$ cat config.mk
export PLATFORM = sky130hd
export DESIGN_NAME = pi2d_queue
export DESIGN_NICKNAME = d
export VERILOG_FILES = /design/src/rtl/core/pi2d_pkg.sv /design/src/rtl/core/pi2d_queue.sv
export SDC_FILE = /design/constraint.sdc
export NUM_CORES = 1
export LEC_CHECK = 0
export BUFFER_PORTS_ARGS = -buffer_cell sky130_fd_sc_hd__buf_4
export CORE_MARGIN = 5
export CORE_UTILIZATION = 35
export DETAILED_ROUTE_END_ITERATION = 16
export PLACE_DENSITY = 0.68
export REMOVE_ABC_BUFFERS = 1
export SETUP_SLACK_MARGIN = 0.2
export SLEW_MARGIN = 10
export SYNTH_ARGS = -nofsm -noshare
export SYNTH_HDL_FRONTEND = slang
export SYNTH_SLANG_ARGS = --single-unit
$ cat constraint.sdc
create_clock -name clk -period 22.8 [get_ports clk]
set_input_delay 4.56 -clock clk [delete_from_list [all_inputs] [get_ports clk]]
set_output_delay 4.56 -clock clk [all_outputs]
set_load 0.05 [all_outputs]
$ cat src/rtl/core/pi2d_pkg.sv
`timescale 1ns / 1ps

package pi2d_pkg;

	localparam int CW  = 16;
	localparam int DW  = CW + 1;
	localparam int EW  = CW + 2;
	localparam int PW  = 2 * EW;
	localparam int SW  = PW + 1;
	localparam int CRW = 2 * CW + 2;
	localparam int LW  = CRW / 2 + 1;
	localparam int HW  = CRW - LW;
	localparam int QW  = 2 * CW + 1;
	localparam int R2W = 2 * CW - 1;
	localparam int XW  = 2 * CRW;
	localparam int QD  = 2;
	localparam int QAW = $clog2(QD);

	typedef enum logic [2:0] {
		OP_PT_CIRC,
		OP_PT_RECT,
		OP_SEG_CIRC,
		OP_SEG_RECT,
		OP_CIRC_CIRC,
		OP_CIRC_RECT,
		OP_RECT_RECT,
		OP_UNUSED
	} op_t;

	typedef struct packed {
		op_t                   opcode;
		logic signed [CW-1:0]  a_x;
		logic signed [CW-1:0]  a_y;
		logic signed [CW-1:0]  a_w;
		logic signed [CW-1:0]  a_h;
		logic signed [CW-1:0]  b_x;
		logic signed [CW-1:0]  b_y;
		logic signed [CW-1:0]  b_w;
		logic signed [CW-1:0]  b_h;
	} in_item_t;

	typedef struct packed {
		logic hit;
		logic bad_opcode;
	} out_item_t;

	// classified query as it waits in the queue
	typedef struct packed {
		op_t                   op;
		logic                  quick;
		logic signed [DW-1:0]  ax;
		logic signed [DW-1:0]  ay;
		logic signed [DW-1:0]  aw;
		logic signed [DW-1:0]  bw;
		logic signed [DW-1:0]  dx0;
		logic signed [DW-1:0]  dy0;
		logic signed [DW-1:0]  rs;
		logic signed [DW-1:0]  sdx;
		logic signed [DW-1:0]  sdy;
		logic signed [DW-1:0]  wx;
		logic signed [DW-1:0]  wy;
		logic signed [DW-1:0]  ux;
		logic signed [DW-1:0]  uy;
		logic signed [DW-1:0]  bx0;
		logic signed [DW-1:0]  bx1;
		logic signed [DW-1:0]  by0;
		logic signed [DW-1:0]  by1;
	} ft_t;

	typedef struct packed {
		logic full;
		logic empty;
	} q_status_t;

	function automatic logic signed [DW-1:0] sx(input logic signed [CW-1:0] v);
		return {v[CW-1], v};
	endfunction

	function automatic logic signed [EW-1:0] sx1(input logic signed [DW-1:0] v);
		return {v[DW-1], v};
	endfunction

endpackage

$ cat src/rtl/core/pi2d_queue.sv
`timescale 1ns / 1ps

module pi2d_queue import pi2d_pkg::*; (
	input  logic      clk,
	input  logic      arst_n,
	input  logic      push,
	input  ft_t       wdata,
	input  logic      pop,
	output ft_t       rdata,
	output q_status_t qs
);

	ft_t              mem_q [QD];
	logic [QAW-1:0]   wr_ptr_q, rd_ptr_q;
	logic [QAW:0]     count_q;

	assign rdata    = mem_q[rd_ptr_q];
	assign qs.full  = (count_q == (QAW+1)'(QD));
	assign qs.empty = (count_q == '0);

	always_ff @(posedge clk or negedge arst_n) begin
		if (!arst_n) begin
			wr_ptr_q <= '0;
			rd_ptr_q <= '0;
			count_q  <= '0;
		end else begin
			if (push) begin
				wr_ptr_q <= (wr_ptr_q == QAW'(QD - 1)) ? '0 : wr_ptr_q + 1'b1;
			end
			if (pop) begin
				rd_ptr_q <= (rd_ptr_q == QAW'(QD - 1)) ? '0 : rd_ptr_q + 1'b1;
			end
			if (push && !pop) begin
				count_q <= count_q + 1'b1;
			end else if (pop && !push) begin
				count_q <= count_q - 1'b1;
			end
		end
	end

	always_ff @(posedge clk) begin
		if (push) begin
			mem_q[wr_ptr_q] <= wdata;
		end
	end

endmodule

==> summary.md <==
| Metric | Value |
|---|---|
| Final instance area | 29500 um2 |
| Avg Inst Size Synth | 24.15 um2 |
| Finished Layout Cells | ~2500 |
| Final Hold Fails | 0 |
| Area post-placement | 27660 um2 |
| Commonest cells after routing, fill and taps aside | 601 x buf_4, 586 x edfxtp_1, 260 x mux2_4 |
| Least-Margin Pin Slew | ~1100 ps |
| Worst setup startpoint | rd_ptr_q$_DFFE_PN0P_ |
| Die height | 263.1 um |
| Power Dens Cells | ~150 nW/um2 |
| Syn Inst Count | 928 |
| Core Region | 63310 um2 |
| Synthesized cell area | 22420 um2 |
| Crit share post-route | 41.07% |
| CP most frequent cell | buf_4 |
| RSZ-0062 raised after global routing | no |
| Worst EP arrival | 4800 ps |
| Clk_skew | 10.71 ps |
| Critical Path End | rdata[59] |
| MaxCap Viol Count | 0 |
| Setup TNS | 0 ps |
| Number of buffers created by CTS | 60 |
| Reg2reg setup slack | roughly 20000 ps |
| CP max FO | 58 |
| Drt initial violations | 473 |
| Worst path cell trace | buf_4 -> buf_4 -> buf_4 -> mux2_4 -> buf_4 |
| Row cnt | 92 |
| CTS Buffer Depth | 3 |
| Final min period | 9364 ps |
| GR Util All Layers | between 10% and 20% |
| Main flop type after synthesis | edfxtp_1 |
| Leak | 11.65 nW |
| Slew Limit Headroom | 25.44% |
| R2r startpoint | wr_ptr_q$_DFFE_PN0P_ |
| CTS Hold Bufs | 0 |
| Worst EP required | 18240 ps |
| Slowest stage delay, CP | 900 ps |
| Final Max Tran Viols | 0 |
| Post-placement cell count | 2343 |
| Sequential area share after synthesis | approximately four fifths |
| Slowest CP cell | buf_4 |
| Initial Utilization | 35.41% |
| Die ar. | 69210 um2 |
| First-pass GRT wire length | 74730 um |
| IO Port Bufs | 591 |
| Clk sink count | 590 |
| Final setup fails | 0 |
| GRT overflow | 0 |
| Final GP Congestion | 0.7757 |
| Pre-CTS WS | 14030 ps |
| Via density | between 4 and 5 |
| Die width | about 260 um |
| WS Path Type | register to output port |
| Leading cell type in the layout, fill and taps excluded | buf_4 |
| TritonCTS clock tree | built |
| VDD IR max | 0.0001165 V |
| Routed Antenna Nets | 0 |
| R2R Path End | mem_q[0][103]$_DFFE_PP_ |
| Fmax achieved | about 0.11 GHz |
| H-tree Lvls | 2 |
| Setup ws final | about 13000 ps |
| Vias | between 10000 and 15000 |
| IO Count | around 590 |
| Clock Tree Root | clkbuf_16 |
| Filler Cell Count | 5331 |
| Initial DRT Pass Iterations | 4 |
| Crit. End Element | output port |
| Startpoint Class | register |
| Yosys warnings | 0 |
| Nets | 1857 |
| Largest net degree at the start of global routing | 152 |
| Number of enable flip-flop cells after synthesis | a little under 600 |
| Clock transition at path regs | 60 ps |
| Yosys cell types | 14 |
| FFs w/ async S/R, synth | 0.6780% |
| Initial antenna violation count | 5 |
| Worst hold-check path type | register to register |
| Status | finished, final reports clean |
| Final WL | 51160 um |
| Postcts setup bufs | 0 |
| R2R depth | 3 |
| Via count of the first global-routing pass | around 12000 |
| Post-CTS sizing | 0 |
| DR DRC count | 0 |
| Drt wl/cell | 20.85 um |
| Clock latency on the worst-skew pair | 600 ps |
| Area grow syn2layout | 31.59% |
| Layout cells sized above 1 | 61.05% |
| Number of synthesized register bits | 590 |
| Hpwl dp | between 30000 and 40000 um |
## final cells by class
cell class / count / area, um2 / share of cell area, %
Antenna cell: 6 / 15.01 / 0.05090
Clock buffer: 73 / 1572 / 5.328
Clock inverter: 32 / 246.5 / 0.8357
Inverter: 1 / 3.754 / 0.01273
Multi-Input combinational cell: 304 / 4368 / 14.81
Sequential cell: 590 / 17700 / 60.01
Tap cell: 846 / 1059 / 3.589
Timing Repair Buffer: 602 / 4532 / 15.36
## cell families after synthesis
logic type	after synthesis	synth area share, %
flops	590	78.95
mux	293	19.07
buf+inv	34	1.608
xor+xnor	5	0.1954
simple gates	5	0.1172
fa+ha+maj	1	0.05581
## worst min-delay path by stage
stage	cells past startpoint	start	endpoint	slack (ps)
after global placement	1	count_q[1]$_DFFE_PN0P_	count_q[1]$_DFFE_PN0P_	470
after global routing	1	count_q[1]$_DFFE_PN0P_	count_q[1]$_DFFE_PN0P_	540
after CTS	1	count_q[1]$_DFFE_PN0P_	count_q[1]$_DFFE_PN0P_	510
final	1	count_q[1]$_DFFE_PN0P_	count_q[1]$_DFFE_PN0P_	510
after detailed placement	1	count_q[1]$_DFFE_PN0P_	count_q[1]$_DFFE_PN0P_	500
after floorplan	1	wr_ptr_q$_DFFE_PN0P_	wr_ptr_q$_DFFE_PN0P_	460
## synthesized netlist by cell type (2+ instances only)
cell        n  area, um2
mux2_4    260       3904
dfrtp_1     4      100.1
buf_2       3      15.01
xor2_1      4      35.03
buf_6      29      326.6
nor2_1      2      7.510
nor2b_1     2      12.51
edfxtp_1  586      17600
mux2_2     33      371.6
## worst max-delay path, delay by kind of cell, from the launching register on
| family | cells | cell delay (ps) |
|---|---|---|
| DFF | 1 | 890 |
| muxes | 1 | 360 |
| buffers and inverters | 4 | 2750 |
## state kept, by name (all words and copies together) (netlist names)
register and count:
count_q 2, mem_q 586, rd_ptr_q 1, wr_ptr_q 1
## stage by stage
stage	power, W	hold WS, ps	utilization [%]
after global placement	0.003466	473.1	43.69
after CTS	0.004408	512.4	46.57
after floorplan	0.003308	455.5	-
final	0.004352	509.5	46.59
after global routing	0.004514	536.0	46.58
after detailed placement	0.003484	496.7	43.69
## per-layer routing
layer / vias to the layer above / track usage [%] / wire length (um)
met4: 0 / 5.399 / 1707
met3: 100 / 5.313 / 4534
met1: 5489 / 15.29 / 18410
met2: 404 / 24.45 / 26510
li1: 4969 / - / -
met5: - / 0 / 0
## power breakdown
| group | leakage (nW) | internal [W] | switching (W) | total [W] |
|---|---|---|---|---|
| logic | 5.21 | 0.000685 | 0.00125 | 0.00193 |
| registers | 5.55 | 0.00144 | 0.0000677 | 0.00151 |
| clock network | 0.892 | 0.000521 | 0.000389 | 0.000910 |
(Power assumes the default switching activity.)
